`src/rtl/core/tpq_pkg.sv`:
```
// Shared constants and codes for the threshold priority queue.
// No dependencies; imported by the queue top level and its checker.
`default_nettype none

package tpq_pkg;

   // Default sizing, handed to the top level's parameters
   localparam int QUEUE_DEPTH_DEFAULT   = 32;
   localparam int PRIORITY_BITS_DEFAULT = 4;
   localparam int ID_BITS_DEFAULT       = 16;

   // Register file
   localparam int TAIL_LIMIT_RESET = 4;
   localparam int CSR_DATA_BITS    = 32;
   localparam int CSR_ADDR_BITS    = 3;
   localparam int CSR_INDEX_BIT    = 2;
   localparam logic CSR_IDX_TAIL_LIMIT = 1'b0;

   // Command codes
   localparam logic [1:0] CMD_ENQUEUE = 2'd0;
   localparam logic [1:0] CMD_DEQUEUE = 2'd1;
   localparam logic [1:0] CMD_SEARCH  = 2'd2;

   // Result status
   typedef enum logic [1:0] {
      STATUS_OK    = 2'd0,
      STATUS_FULL  = 2'd1,
      STATUS_EMPTY = 2'd2
   } status_type;

endpackage

`default_nettype wire

```
`src/rtl/core/tpq_store.sv`:
```
// Slot storage for the threshold priority queue: one write port, one
// registered read port. No package dependencies.
`default_nettype none

module tpq_store #(
   parameter int DEPTH     = 32,
   parameter int DATA_BITS = 20
) (
   input  wire logic                     clock,
   input  wire logic                     wr_en,
   input  wire logic [$clog2(DEPTH)-1:0] wr_addr,
   input  wire logic [DATA_BITS-1:0]     wr_data,
   input  wire logic [$clog2(DEPTH)-1:0] rd_addr,
   output logic      [DATA_BITS-1:0]     rd_data
);

   logic [DATA_BITS-1:0] mem_ff [DEPTH];

   always_ff @(posedge clock) begin
      if (wr_en) begin
         mem_ff[wr_addr] <= wr_data;
      end
   end

   always_ff @(posedge clock) begin
      rd_data <= mem_ff[rd_addr];
   end

endmodule

`default_nettype wire

```
`src/rtl/core/threshold_priority_queue_unit.sv`:
```
// Threshold priority queue top level: sequencer, head and count registers,
// register port and result register. Uses tpq_pkg and tpq_store.
`default_nettype none

// Usage
//  - req channel (req_valid/req_ready) carries one command beat: enqueue an
//    id with a priority, dequeue the head, or search for an id.
//  - rsp channel (rsp_valid/rsp_ready) returns one beat per command: status,
//    insert position, removed entry, search hit, head id and entry count.
//  - APB-style port sets tail_priority_limit (index 0, byte address 0);
//    pready is tied high. Write it only while the queue is quiet.
//  - One command at a time: req_ready is high only while the sequencer is
//    idle and rises with rsp_valid. An enqueue to the tail writes its slot
//    directly; one above the limit scans for its place, shifts any slots
//    behind it up and then writes; a dequeue shifts every slot down; a
//    search scans until a hit or the tail; full, empty and unused commands
//    go straight to the result. Scans and shifts are paced by the single
//    read port of the slot store: the shared compare unit sees one slot per
//    cycle, and every shift moves one slot per cycle.
//  - Reset empties the queue and loads the tail limit with its reset value;
//    slot contents are left as they are and are never read before written.
//  - A stalled receiver holds the result beat in the output register; the
//    next command is still accepted and runs, then waits for the register.
module threshold_priority_queue_unit
   import tpq_pkg::*;
#(
   parameter int QUEUE_DEPTH   = QUEUE_DEPTH_DEFAULT,
   parameter int PRIORITY_BITS = PRIORITY_BITS_DEFAULT,
   parameter int ID_BITS       = ID_BITS_DEFAULT
) (
   input  wire logic                               clock,
   input  wire logic                               reset,
   // command channel
   input  wire logic                               req_valid,
   output logic                                    req_ready,
   input  wire logic [1:0]                         req_cmd,
   input  wire logic [ID_BITS-1:0]                 req_patient_id,
   input  wire logic [PRIORITY_BITS-1:0]           req_priority_req,
   // result channel
   output logic                                    rsp_valid,
   input  wire logic                               rsp_ready,
   output logic [1:0]                              rsp_status,
   output logic [$clog2(QUEUE_DEPTH)-1:0]          rsp_position,
   output logic [ID_BITS-1:0]                      rsp_removed_id,
   output logic [PRIORITY_BITS-1:0]                rsp_removed_priority,
   output logic                                    rsp_found,
   output logic [ID_BITS-1:0]                      rsp_head_id,
   output logic                                    rsp_head_valid,
   output logic [$clog2(QUEUE_DEPTH+1)-1:0]        rsp_entry_total,
   // register port
   input  wire logic                               psel,
   input  wire logic                               penable,
   input  wire logic                               pwrite,
   input  wire logic [CSR_ADDR_BITS-1:0]           paddr,
   input  wire logic [CSR_DATA_BITS-1:0]           pwdata,
   output logic [CSR_DATA_BITS-1:0]                prdata,
   output logic                                    pready
);

   localparam int ADDR_BITS = $clog2(QUEUE_DEPTH);
   localparam int CNT_BITS  = $clog2(QUEUE_DEPTH + 1);
   localparam int DATA_BITS = ID_BITS + PRIORITY_BITS;
   localparam logic [CNT_BITS-1:0] FULL_COUNT = CNT_BITS'(QUEUE_DEPTH);
   localparam logic [CNT_BITS-1:0] CNT_ONE    = CNT_BITS'(1);
   localparam logic [ADDR_BITS-1:0] ADDR_ONE  = ADDR_BITS'(1);

   typedef enum logic [5:0] {
      ST_IDLE     = 6'b000001,
      ST_SCAN     = 6'b000010,
      ST_SHIFT_UP = 6'b000100,
      ST_PLACE    = 6'b001000,
      ST_SHIFT_DN = 6'b010000,
      ST_RESP     = 6'b100000
   } state_type;

   // Sequencer and command registers
   state_type                 state_ff, state_in;
   logic [1:0]                cmd_ff, cmd_in;
   logic [ID_BITS-1:0]        id_ff, id_in;
   logic [PRIORITY_BITS-1:0]  prio_ff, prio_in;
   logic [CNT_BITS-1:0]       idx_ff, idx_in;
   logic [ADDR_BITS-1:0]      pos_ff, pos_in;
   logic                      rvalid_ff, rvalid_in;
   logic [ADDR_BITS-1:0]      raddr_ff, raddr_in;

   // Queue state kept beside the store
   logic [CNT_BITS-1:0]       count_ff, count_in;
   logic [ID_BITS-1:0]        head_id_ff, head_id_in;
   logic [PRIORITY_BITS-1:0]  head_prio_ff, head_prio_in;
   logic [PRIORITY_BITS-1:0]  limit_ff, limit_in;

   // Result being assembled
   status_type                res_status_ff, res_status_in;
   logic [ADDR_BITS-1:0]      res_pos_ff, res_pos_in;
   logic                      res_found_ff, res_found_in;
   logic [ID_BITS-1:0]        res_rid_ff, res_rid_in;
   logic [PRIORITY_BITS-1:0]  res_rprio_ff, res_rprio_in;

   // Output register
   logic                      rsp_valid_ff, rsp_valid_in;
   logic [1:0]                rsp_status_ff, rsp_status_in;
   logic [ADDR_BITS-1:0]      rsp_pos_ff, rsp_pos_in;
   logic [ID_BITS-1:0]        rsp_rid_ff, rsp_rid_in;
   logic [PRIORITY_BITS-1:0]  rsp_rprio_ff, rsp_rprio_in;
   logic                      rsp_found_ff, rsp_found_in;
   logic [ID_BITS-1:0]        rsp_head_ff, rsp_head_in;
   logic                      rsp_hvalid_ff, rsp_hvalid_in;
   logic [CNT_BITS-1:0]       rsp_total_ff, rsp_total_in;

   // Store ports
   logic                      wr_en;
   logic [ADDR_BITS-1:0]      wr_addr;
   logic [DATA_BITS-1:0]      wr_data;
   logic [ADDR_BITS-1:0]      rd_addr;
   logic [DATA_BITS-1:0]      rd_data;
   logic [ID_BITS-1:0]        rd_id;
   logic [PRIORITY_BITS-1:0]  rd_prio;

   logic                      cmp_hit;
   logic                      csr_wr;

   tpq_store #(
      .DEPTH     (QUEUE_DEPTH),
      .DATA_BITS (DATA_BITS)
   ) u_store (
      .clock   (clock),
      .wr_en   (wr_en),
      .wr_addr (wr_addr),
      .wr_data (wr_data),
      .rd_addr (rd_addr),
      .rd_data (rd_data)
   );

   assign rd_id   = rd_data[DATA_BITS-1:PRIORITY_BITS];
   assign rd_prio = rd_data[PRIORITY_BITS-1:0];

   // Shared compare unit: id match for search, strictly-lower priority for
   // insertion. Only meaningful when a read came back this cycle.
   always_comb begin
      if (cmd_ff == CMD_SEARCH) begin
         cmp_hit = rvalid_ff && (rd_id == id_ff);
      end else begin
         cmp_hit = rvalid_ff && (rd_prio < prio_ff);
      end
   end

   // Register port: index taken from the word address bit
   assign pready = 1'b1;
   assign csr_wr = psel && penable && pwrite && (paddr[CSR_INDEX_BIT] == CSR_IDX_TAIL_LIMIT);

   always_comb begin
      if (paddr[CSR_INDEX_BIT] == CSR_IDX_TAIL_LIMIT) begin
         prdata = CSR_DATA_BITS'(limit_ff);
      end else begin
         prdata = '0;
      end
   end

   always_comb begin
      limit_in = limit_ff;
      if (csr_wr) begin
         limit_in = pwdata[PRIORITY_BITS-1:0];
      end
   end

   assign req_ready = (state_ff == ST_IDLE);

   // Sequencer
   always_comb begin
      state_in      = state_ff;
      cmd_in        = cmd_ff;
      id_in         = id_ff;
      prio_in       = prio_ff;
      idx_in        = idx_ff;
      pos_in        = pos_ff;
      rvalid_in     = 1'b0;
      raddr_in      = raddr_ff;
      count_in      = count_ff;
      head_id_in    = head_id_ff;
      head_prio_in  = head_prio_ff;
      res_status_in = res_status_ff;
      res_pos_in    = res_pos_ff;
      res_found_in  = res_found_ff;
      res_rid_in    = res_rid_ff;
      res_rprio_in  = res_rprio_ff;
      rsp_valid_in  = rsp_valid_ff && !rsp_ready;
      rsp_status_in = rsp_status_ff;
      rsp_pos_in    = rsp_pos_ff;
      rsp_rid_in    = rsp_rid_ff;
      rsp_rprio_in  = rsp_rprio_ff;
      rsp_found_in  = rsp_found_ff;
      rsp_head_in   = rsp_head_ff;
      rsp_hvalid_in = rsp_hvalid_ff;
      rsp_total_in  = rsp_total_ff;
      wr_en         = 1'b0;
      wr_addr       = '0;
      wr_data       = '0;
      rd_addr       = '0;

      unique case (state_ff)
         ST_IDLE: begin
            if (req_valid) begin
               cmd_in        = req_cmd;
               id_in         = req_patient_id;
               prio_in       = req_priority_req;
               res_status_in = STATUS_OK;
               res_pos_in    = '0;
               res_found_in  = 1'b0;
               res_rid_in    = '0;
               res_rprio_in  = '0;
               unique case (req_cmd)
                  CMD_ENQUEUE: begin
                     if (count_ff == FULL_COUNT) begin
                        res_status_in = STATUS_FULL;
                        state_in      = ST_RESP;
                     end else if ((req_priority_req <= limit_ff) || (count_ff == '0)) begin
                        // tail append: no scan, no shift
                        pos_in   = count_ff[ADDR_BITS-1:0];
                        state_in = ST_PLACE;
                     end else begin
                        idx_in   = '0;
                        state_in = ST_SCAN;
                     end
                  end
                  CMD_DEQUEUE: begin
                     if (count_ff == '0) begin
                        res_status_in = STATUS_EMPTY;
                        state_in      = ST_RESP;
                     end else begin
                        res_rid_in   = head_id_ff;
                        res_rprio_in = head_prio_ff;
                        idx_in       = CNT_ONE;
                        state_in     = ST_SHIFT_DN;
                     end
                  end
                  CMD_SEARCH: begin
                     idx_in   = '0;
                     state_in = ST_SCAN;
                  end
                  default: begin
                     state_in = ST_RESP;
                  end
               endcase
            end
         end

         ST_SCAN: begin
            // one slot per cycle through the compare unit
            if (cmp_hit) begin
               if (cmd_ff == CMD_SEARCH) begin
                  res_found_in = 1'b1;
                  state_in     = ST_RESP;
               end else begin
                  pos_in   = raddr_ff;
                  idx_in   = count_ff;
                  state_in = ST_SHIFT_UP;
               end
            end else if (idx_ff == count_ff) begin
               if (cmd_ff == CMD_SEARCH) begin
                  state_in = ST_RESP;
               end else begin
                  pos_in   = count_ff[ADDR_BITS-1:0];
                  state_in = ST_PLACE;
               end
            end else begin
               rd_addr   = idx_ff[ADDR_BITS-1:0];
               rvalid_in = 1'b1;
               raddr_in  = idx_ff[ADDR_BITS-1:0];
               idx_in    = idx_ff + CNT_ONE;
            end
         end

         ST_SHIFT_UP: begin
            // open a gap at pos: move each slot up by one, tail first
            if (rvalid_ff) begin
               wr_en   = 1'b1;
               wr_addr = raddr_ff + ADDR_ONE;
               wr_data = rd_data;
            end
            if (idx_ff > CNT_BITS'(pos_ff)) begin
               rd_addr   = ADDR_BITS'(idx_ff - CNT_ONE);
               rvalid_in = 1'b1;
               raddr_in  = ADDR_BITS'(idx_ff - CNT_ONE);
               idx_in    = idx_ff - CNT_ONE;
            end else begin
               state_in = ST_PLACE;
            end
         end

         ST_PLACE: begin
            wr_en    = 1'b1;
            wr_addr  = pos_ff;
            wr_data  = {id_ff, prio_ff};
            if (pos_ff == '0) begin
               head_id_in   = id_ff;
               head_prio_in = prio_ff;
            end
            res_pos_in = pos_ff;
            count_in   = count_ff + CNT_ONE;
            state_in   = ST_RESP;
         end

         ST_SHIFT_DN: begin
            // close the head: move each slot down by one
            if (rvalid_ff) begin
               wr_en   = 1'b1;
               wr_addr = raddr_ff - ADDR_ONE;
               wr_data = rd_data;
               if (raddr_ff == ADDR_ONE) begin
                  head_id_in   = rd_id;
                  head_prio_in = rd_prio;
               end
            end
            if (idx_ff < count_ff) begin
               rd_addr   = idx_ff[ADDR_BITS-1:0];
               rvalid_in = 1'b1;
               raddr_in  = idx_ff[ADDR_BITS-1:0];
               idx_in    = idx_ff + CNT_ONE;
            end else begin
               count_in = count_ff - CNT_ONE;
               state_in = ST_RESP;
            end
         end

         ST_RESP: begin
            // hold until the output register is free
            if (!rsp_valid_ff || rsp_ready) begin
               rsp_valid_in  = 1'b1;
               rsp_status_in = res_status_ff;
               rsp_pos_in    = res_pos_ff;
               rsp_rid_in    = res_rid_ff;
               rsp_rprio_in  = res_rprio_ff;
               rsp_found_in  = res_found_ff;
               rsp_hvalid_in = (count_ff != '0);
               rsp_head_in   = (count_ff != '0) ? head_id_ff : '0;
               rsp_total_in  = count_ff;
               state_in      = ST_IDLE;
            end
         end

         default: begin
            state_in = ST_IDLE;
         end
      endcase
   end

   // Control registers
   always_ff @(posedge clock) begin
      if (reset) begin
         state_ff     <= ST_IDLE;
         rvalid_ff    <= 1'b0;
         count_ff     <= '0;
         limit_ff     <= PRIORITY_BITS'(TAIL_LIMIT_RESET);
         rsp_valid_ff <= 1'b0;
      end else begin
         state_ff     <= state_in;
         rvalid_ff    <= rvalid_in;
         count_ff     <= count_in;
         limit_ff     <= limit_in;
         rsp_valid_ff <= rsp_valid_in;
      end
   end

   // Payload registers
   always_ff @(posedge clock) begin
      cmd_ff        <= cmd_in;
      id_ff         <= id_in;
      prio_ff       <= prio_in;
      idx_ff        <= idx_in;
      pos_ff        <= pos_in;
      raddr_ff      <= raddr_in;
      head_id_ff    <= head_id_in;
      head_prio_ff  <= head_prio_in;
      res_status_ff <= res_status_in;
      res_pos_ff    <= res_pos_in;
      res_found_ff  <= res_found_in;
      res_rid_ff    <= res_rid_in;
      res_rprio_ff  <= res_rprio_in;
      rsp_status_ff <= rsp_status_in;
      rsp_pos_ff    <= rsp_pos_in;
      rsp_rid_ff    <= rsp_rid_in;
      rsp_rprio_ff  <= rsp_rprio_in;
      rsp_found_ff  <= rsp_found_in;
      rsp_head_ff   <= rsp_head_in;
      rsp_hvalid_ff <= rsp_hvalid_in;
      rsp_total_ff  <= rsp_total_in;
   end

   assign rsp_valid            = rsp_valid_ff;
   assign rsp_status           = rsp_status_ff;
   assign rsp_position         = rsp_pos_ff;
   assign rsp_removed_id       = rsp_rid_ff;
   assign rsp_removed_priority = rsp_rprio_ff;
   assign rsp_found            = rsp_found_ff;
   assign rsp_head_id          = rsp_head_ff;
   assign rsp_head_valid       = rsp_hvalid_ff;
   assign rsp_entry_total      = rsp_total_ff;

endmodule

`default_nettype wire

```
`config.mk`:
```
export PLATFORM = sky130hd
export DESIGN_NAME = threshold_priority_queue_unit
export DESIGN_NICKNAME = d
export VERILOG_FILES = /design/src/rtl/core/tpq_pkg.sv /design/src/rtl/core/tpq_store.sv /design/src/rtl/core/threshold_priority_queue_unit.sv
export SDC_FILE = /design/constraint.sdc
export NUM_CORES = 1
export LEC_CHECK = 0
export ABC_AREA = 1
export BUFFER_PORTS_ARGS = -buffer_cell sky130_fd_sc_hd__buf_2
export CORE_MARGIN = 8
export CORE_UTILIZATION = 50
export CTS_BUF_LIST = sky130_fd_sc_hd__clkbuf_16
export DETAILED_ROUTE_END_ITERATION = 6
export PLACE_DENSITY = 0.67
export SLEW_MARGIN = 30
export SYNTH_ARGS = -nofsm -noshare
export SYNTH_HDL_FRONTEND = slang
export SYNTH_SLANG_ARGS = --single-unit
```
`constraint.sdc`:
```
create_clock -name clock -period 6.4 [get_ports clock]
set_clock_uncertainty 0.2 [all_clocks]
set_input_delay 1.28 -clock clock [delete_from_list [all_inputs] [get_ports clock]]
set_output_delay 1.28 -clock clock [all_outputs]
set_load 0.01 [all_outputs]
```
==> results of run 1 <==
-- kinds of logic (layout without fill, tap and decap cells) --
group	after synthesis	in the layout	synth area share, %
adders and majority gates	29	29	1.08
and+or+nand+nor	1589	1589	21.2
xor gates and xnor gates	14	14	0.357
other	2	29	0.0219
AOI/OAI and AO/OA	121	121	1.97
DFF	815	815	70.1
buffers and inverters	352	456	5.29
-- final cells by class --
type	count	share of cell area, %
Clock buffer	85	5.54
Timing Repair Buffer	165	2.85
Inverter	138	1.35
Tap cell	882	2.87
Clock inverter	68	1.65
Sequential cell	815	62.7
Multi-Input combinational cell	1782	23.0
-- stage by stage --
step	util [%]	setup WS, ns	hold WS (ns)	cells
after CTS	56.2	1.54	0.218	3934
after global routing	56.2	1.11	0.226	3935
after detailed placement	52.1	1.58	0.205	3781
after floorplan	-	1.89	0.200	2949
final	56.2	1.55	0.217	3935
after global placement	52.1	1.66	0.204	3781
-- worst max-delay path, cell delays in order, from the launching register on --
cell      delay (ns)
edfxtp_1        0.57
ha_1            0.36
nand2_1         0.05
nor3_1          0.19
nand2_1         0.08
o211ai_1        0.14
nand3_1         0.23
nand2_1         0.25
nand2_8         0.46
nand2_8         0.89
buf_12          0.40
nand2_1         0.09
nand3_1         0.09
nand3_1         0.10
nand3_1         0.19
nand3_1         0.19
nand2_1         0.16
-- cells in the final DEF, fill, tap and decap left out, types with 3 or more instances in the layout --
master	count
nand3_1	945
edfxtp_1	777
nand2_1	493
inv_1	138
buf_2	90
clkbuf_16	85
nor2_1	80
buf_4	68
o21ai_0	45
dfxtp_1	38
a21oi_1	36
nor2_2	32
conb_1	29
ha_1	28
clkinv_1	25
o22ai_2	16
inv_2	12
xor2_1	12
bufinv_16	12
clkinv_2	10
nor3_1	8
o221ai_1	6
nand4_1	6
buf_12	6
nand2_2	4
nor4_1	4
o21ai_2	4
o21ai_1	3
o211ai_1	3
nand2_8	3
inv_6	3
clkinvlp_4	3
-- metal layers --
| metal | wire length, um | global-route usage [%] | up-vias |
|---|---|---|---|
| met1 | 34900 | 28.9 | 11300 |
| met2 | 41400 | 35.8 | 1126 |
| met4 | 3250 | 8.88 | 0 |
| met3 | 8690 | 4.17 | 185 |
| met5 | 0 | 0 | - |
| li1 | - | - | 10600 |
-- power groups by stage --
stage	clock network, mW	logic (mW)	registers [mW]
after floorplan	0	1.07	6.08
after global placement	0	1.25	6.10
after detailed placement	0	1.30	6.10
after CTS	4.94	1.31	5.99
after global routing	5.15	1.49	6.00
final	4.89	1.32	5.99
-- worst paths after layout --
kind | from | end | cells after the start
max | idx_ff[2]$_DFFE_PP_ | u_store.rd_data[12]$_DFF_P_ | 16
min | res_rid_ff[10]$_SDFFCE_PP0P_ | rsp_removed_id[10]$_DFFE_PP_ | 0
max reg2reg | idx_ff[2]$_DFFE_PP_ | u_store.rd_data[12]$_DFF_P_ | 16
min reg2reg | res_rid_ff[10]$_SDFFCE_PP0P_ | rsp_removed_id[10]$_DFFE_PP_ | 0
-- registers in the layout (all words and copies together), names as in the netlist, 5 cells and up --
| signal | flops |
|---|---|
| res_rid_ff | 16 |
| pos_ff | 5 |
| head_id_ff | 16 |
| res_pos_ff | 5 |
| raddr_ff | 5 |
| u_store.mem_ff | 640 |
| rsp_position | 5 |
| u_store.rd_data | 20 |
| rsp_entry_total | 6 |
| id_ff | 16 |
| rsp_head_id | 16 |
| state_ff | 6 |
| count_ff | 6 |
| idx_ff | 6 |
| rsp_removed_id | 16 |
==> impl_metrics.yaml, run 1 <==
sta:
  grt_setup_unrepaired: "false"
  final.setup.tns_ns: 0
  timing_max_transition_violations_final: 0
  actual_transition_at_the_worst_max_transition_pin_ns: 1.00
  final-hold-violation-count: 0
  setup_viol_count_final: 0
  shortest_clock_period_the_worst_path_allows_after_layout_ns: 4.85
  timing.slew.headroom_pct: 33.1
  final.period_utilization_pct: 75.7
  fmax_ghz: 0.206
final_layout:
  proportion_of_layout_cells_with_a_drive_suffix_above_1_pct: 11.9
  insertedDiodeCount: 0
  final_area_mm2: 0.0384
  area_growth_pct: 11.8
  num-fill-cells: 5431
  multiInputGateArea_mm2: 0.00884
  final-seq-area_mm2: 0.0241
  nNetsFinal: 3078
run:
  cap_violations: 0
clocking:
  insertion_delay_ns: 0.64
  clock-sinks: 815
  clk_pin_slew_ns: 0.06
  clock_tree.buffer_depth: 3
  cts_made_buffers: 83
  cts_repair_resize_count: 0
  cts_post_setup_buffers_inserted: 0
  htree_num_levels: 3
  ctsHoldBuffers: 0
  tritoncts_clock_tree: "built"
  ctsRootBufferMaster: "clkbuf_16"
detailed_routing:
  final_antenna_net_count: 0
  post-route-drc-count: 0
  drt_first_iter_violations: 2690
  routed_wire_per_std_cell_um: 22.4
  vias_per_cell: 5.90
  route.vias.total: 23200
  total_wirelength_of_the_detailed_routed_design_um: 88200
  detailedRoute.firstPassIterationCount: 5
worst_setup_path:
  worst-setup-path-type: "flip-flop to flip-flop"
  regToRegSetupSlack_ns: 1.55
  arrival_ns: 5.20
  critPathRequiredTime_ns: 6.75
  timing.critical_path.from_type: "flip-flop"
  crit_path_end_kind: "flip-flop"
  largest_fanout_of_any_net_on_the_critical_path: 132
grt:
  total_track_usage_pct: 21.9
  globalRoute.totalOverflow: 0
  number_of_global_route_vias_before_repair: 22500
  grt_first_pass_wirelength_um: 132000
  grt_start_max_net_pins: 191
  initial_antenna_violation_count: 0
synthesis:
  async_s_r_ff_share_synth_pct: 0
  yosys_most_used_dff: "edfxtp_1"
  synth_top_cell_by_area: "edfxtp_1"
  netlist_area_before_placement_mm2: 0.0344
  yosysMostFrequentCell: "nand3_1"
  synthTopCellsByCount: "nand3_1 (945), edfxtp_1 (777), nand2_1 (494), inv_1 (123), nor2_1 (113)"
  yosysUniqueCellTypes: 45
  synth-seq-area-share_pct: 70.1
  synth-edff-count: 777
  ys_ff_latch: 815
  yosysWarningCount: 0
  post-synth-top-area-fraction_pct: 67.9
  post_synth_main_area_contributors: "edfxtp_1 (68%), nand3_1 (14%), nand2_1 (5.4%), dfxtp_1 (2.2%), buf_2 (1.6%)"
  avgSynthCellArea_um2: 11.8
  synth_instances: 2922
power_and_ir_drop:
  pwr_density_cell_mw_per_mm2: 318
  total_leakage_power_nw: 13.7
  power.combinational.fraction_pct: 10.8
  p_seq_share_pct: 49.1
  sw_frac_of_total_pct: 24.1
  clkPwrFrac_pct: 40.1
  net_load_switching_power_mw: 2.94
  power.internal_mw: 9.26
  ir_worst_vdd_mv: 0.194
  fin_total_pwr_mw: 12.2
floorplanning:
  initial_core_util_pct: 50.3
  core_region_area_mm2: 0.0683
  die_w_um: 278
  row_count: 96
  die-area_mm2: 0.0774
  pin_count: 150
  die_h_um: 278
run_status:
  outcome: "finished clean"
placed_design:
  place.gp.congestion: 0.826
  dp_hpwl_um: 48500
  dpl_cell_area_mm2: 0.0356
  numPortBuffers: 90
min_path:
  timing.hold.worst.class: "flip-flop to flip-flop"
Power figures use the tool's default switching activity.
==> run 2, diff against run 1 <==
==> constraint.sdc (replaced) <==
create_clock -name clock -period 4.55 [get_ports clock]
set_clock_uncertainty 0.2 [all_clocks]
set_input_delay 0.91 -clock clock [delete_from_list [all_inputs] [get_ports clock]]
set_output_delay 0.91 -clock clock [all_outputs]
set_load 0.01 [all_outputs]
==> run 2 against run 1 <==
Against the previous run:
- critical path depth fell by 2
- combinational power rose by 43%
- global-route usage rose by 0.34 points
- non-clock buffer count rose by 14
- wire length rose by 1.1%
- sequential power rose by 41%
- cell area barely moved
- flip-flop and latch count did not move
- worst hold slack got worse by 0.0056 ns
- clock power rose by 27%
- first-iteration DRC count rose by 23%
- critical path type unchanged
- critical endpoint is now u_store.rd_data[14]$_DFF_P_
- highest routed layer unchanged
==> impl_metrics.yaml, run 2 (same netlist as run 1, synthesis figures left out) <==
run_status:
  outcome: "finished clean"
detailed_routing:
  final_antenna_net_count: 0
  detailedRoute.firstPassIterationCount: 6
  total_wirelength_of_the_detailed_routed_design_um: 89100
  routed_wire_per_std_cell_um: 22.6
  drt_first_iter_violations: 3302
  route.vias.total: 23500
  vias_per_cell: 5.97
  post-route-drc-count: 0
run:
  cap_violations: 0
sta:
  grt_setup_unrepaired: "false"
  actual_transition_at_the_worst_max_transition_pin_ns: 1.05
  shortest_clock_period_the_worst_path_allows_after_layout_ns: 3.99
  timing_max_transition_violations_final: 0
  setup_viol_count_final: 0
  fmax_ghz: 0.251
  final.setup.tns_ns: 0
  final.period_utilization_pct: 87.6
  timing.slew.headroom_pct: 30.3
  final-hold-violation-count: 0
clocking:
  cts_made_buffers: 80
  htree_num_levels: 3
  insertion_delay_ns: 0.62
  cts_repair_resize_count: 0
  clock-sinks: 815
  clk_pin_slew_ns: 0.06
  ctsRootBufferMaster: "clkbuf_16"
  tritoncts_clock_tree: "built"
  clock_tree.buffer_depth: 3
  ctsHoldBuffers: 0
  cts_post_setup_buffers_inserted: 0
placed_design:
  numPortBuffers: 90
  dp_hpwl_um: 50800
  place.gp.congestion: 0.883
floorplanning:
  row_count: 96
  pin_count: 150
  initial_core_util_pct: 50.3
  core_region_area_mm2: 0.0683
  die_h_um: 278
  die_w_um: 278
  die-area_mm2: 0.0774
worst_setup_path:
  arrival_ns: 4.34
  timing.critical_path.from_type: "flip-flop"
  critPathRequiredTime_ns: 4.90
  r2r.worst_path.cells: 14
  largest_fanout_of_any_net_on_the_critical_path: 21
  crit_path_end_kind: "flip-flop"
  worst-setup-path-type: "flip-flop to flip-flop"
grt:
  use_met1_pct: 29.5
  globalRoute.totalOverflow: 0
  groute.layer.met3.usage_pct: 4.28
  grt_first_pass_wirelength_um: 134000
  grt_start_max_net_pins: 158
  total_track_usage_pct: 22.3
  grt.busiest_layer: "met2"
  met2_usage_pct: 35.9
  number_of_global_route_vias_before_repair: 23000
  initial_antenna_violation_count: 1
power_and_ir_drop:
  total_leakage_power_nw: 13.7
  clkPwrFrac_pct: 37.7
  net_load_switching_power_mw: 4.08
  pwr_density_cell_mw_per_mm2: 431
  ir_worst_vdd_mv: 0.245
  sw_frac_of_total_pct: 24.6
  p_seq_share_pct: 50.9
  power.internal_mw: 12.5
  power.combinational.fraction_pct: 11.4
final_layout:
  area_growth_pct: 11.7
  mostFrequentLayoutCell: "nand3_1"
  final_core_utilization_pct: 56.2
  final_cell_mix: "nand3_1 (945), edfxtp_1 (777), nand2_1 (493)"
  nNetsFinal: 3089
  biggestRegsByFlops: "u_store.mem_ff x640, u_store.rd_data x20"
  max_ffs_per_register: 640
  insertedDiodeCount: 0
  proportion_of_layout_cells_with_a_drive_suffix_above_1_pct: 11.9
  reg_with_most_ffs: "u_store.mem_ff"
min_path:
  hold_path_depth: 0
  timing.hold.worst.class: "flip-flop to flip-flop"
==> run 2: changes by cell type in the layout (fill, tap and decap cells not counted), sizes merged <==
cell	previous run	this run
clkinv	37	38
clkinvlp	3	1
clkbuf	85	82
buf	165	179
bufinv	12	4
inv	154	158
==> run 2: path summary, 6_finish.rpt <==
| check | end | from | slack [ns] |
|---|---|---|---|
| worst min-delay path | rsp_removed_id[12]$_DFFE_PP_ | res_rid_ff[12]$_SDFFCE_PP0P_ | 0.21 |
| worst max register to register | u_store.rd_data[14]$_DFF_P_ | idx_ff[0]$_DFFE_PP_ | 0.56 |
| worst max-delay path | u_store.rd_data[14]$_DFF_P_ | idx_ff[0]$_DFFE_PP_ | 0.56 |
| worst min register to register | rsp_removed_id[12]$_DFFE_PP_ | res_rid_ff[12]$_SDFFCE_PP0P_ | 0.21 |
==> run 2: final cells by class <==
| cell class | count | area (um2) |
|---|---|---|
| clock buffers | 82 | 2050 |
| clock inverters | 63 | 412 |
| fillers | 5440 | 30000 |
| inverters | 138 | 520 |
| multi-input cells | 1782 | 8870 |
| flip-flops and latches | 815 | 24100 |
| well taps | 882 | 1100 |
| repair buffers | 179 | 1330 |
==> run 2: stage by stage <==
stage                     cells  hold slack, ns  power [mW]  setup WS (ns)  cell area (um2)
after floorplan            2949           0.200        10.1          0.413            34500
after global placement     3795           0.202        10.4          0.649            35900
after detailed placement   3795           0.205        10.4          0.622            35900
after CTS                  3940           0.212        16.6          0.611            38300
after global routing       3941           0.225        17.2          0.363            38400
final                      3941           0.212        16.5          0.564            38400
==> run 2: routing by layer <==
layer | vias up | part of all wire [%]
met1 | 11500 | 39
met4 | 0 | 3.7
met5 | - | 0
met2 | 1300 | 47
met3 | 182 | 10
li1 | 10600 | -
==> run 2: worst max-delay path, cell delays in order (launching register included) <==
cell      delay (ns)
edfxtp_1        0.49
inv_1           0.30
ha_1            0.29
nand3_1         0.19
inv_1           0.10
nor2_1          0.14
nand2_1         0.13
nand2_1         0.16
nand2_1         0.08
nand2_2         0.12
clkinv_1        0.71
buf_4           0.50
nand3_1         0.11
nand3_1         0.19
nand2_1         0.19
==> run 2: power by group through the flow <==
stage | Sequential, mW | Combinational (mW) | Clock [mW]
final | 8.42 | 1.89 | 6.23
after global routing | 8.44 | 2.13 | 6.58
after global placement | 8.58 | 1.79 | 0
after detailed placement | 8.58 | 1.86 | 0
after floorplan | 8.55 | 1.51 | 0
after CTS | 8.42 | 1.88 | 6.31
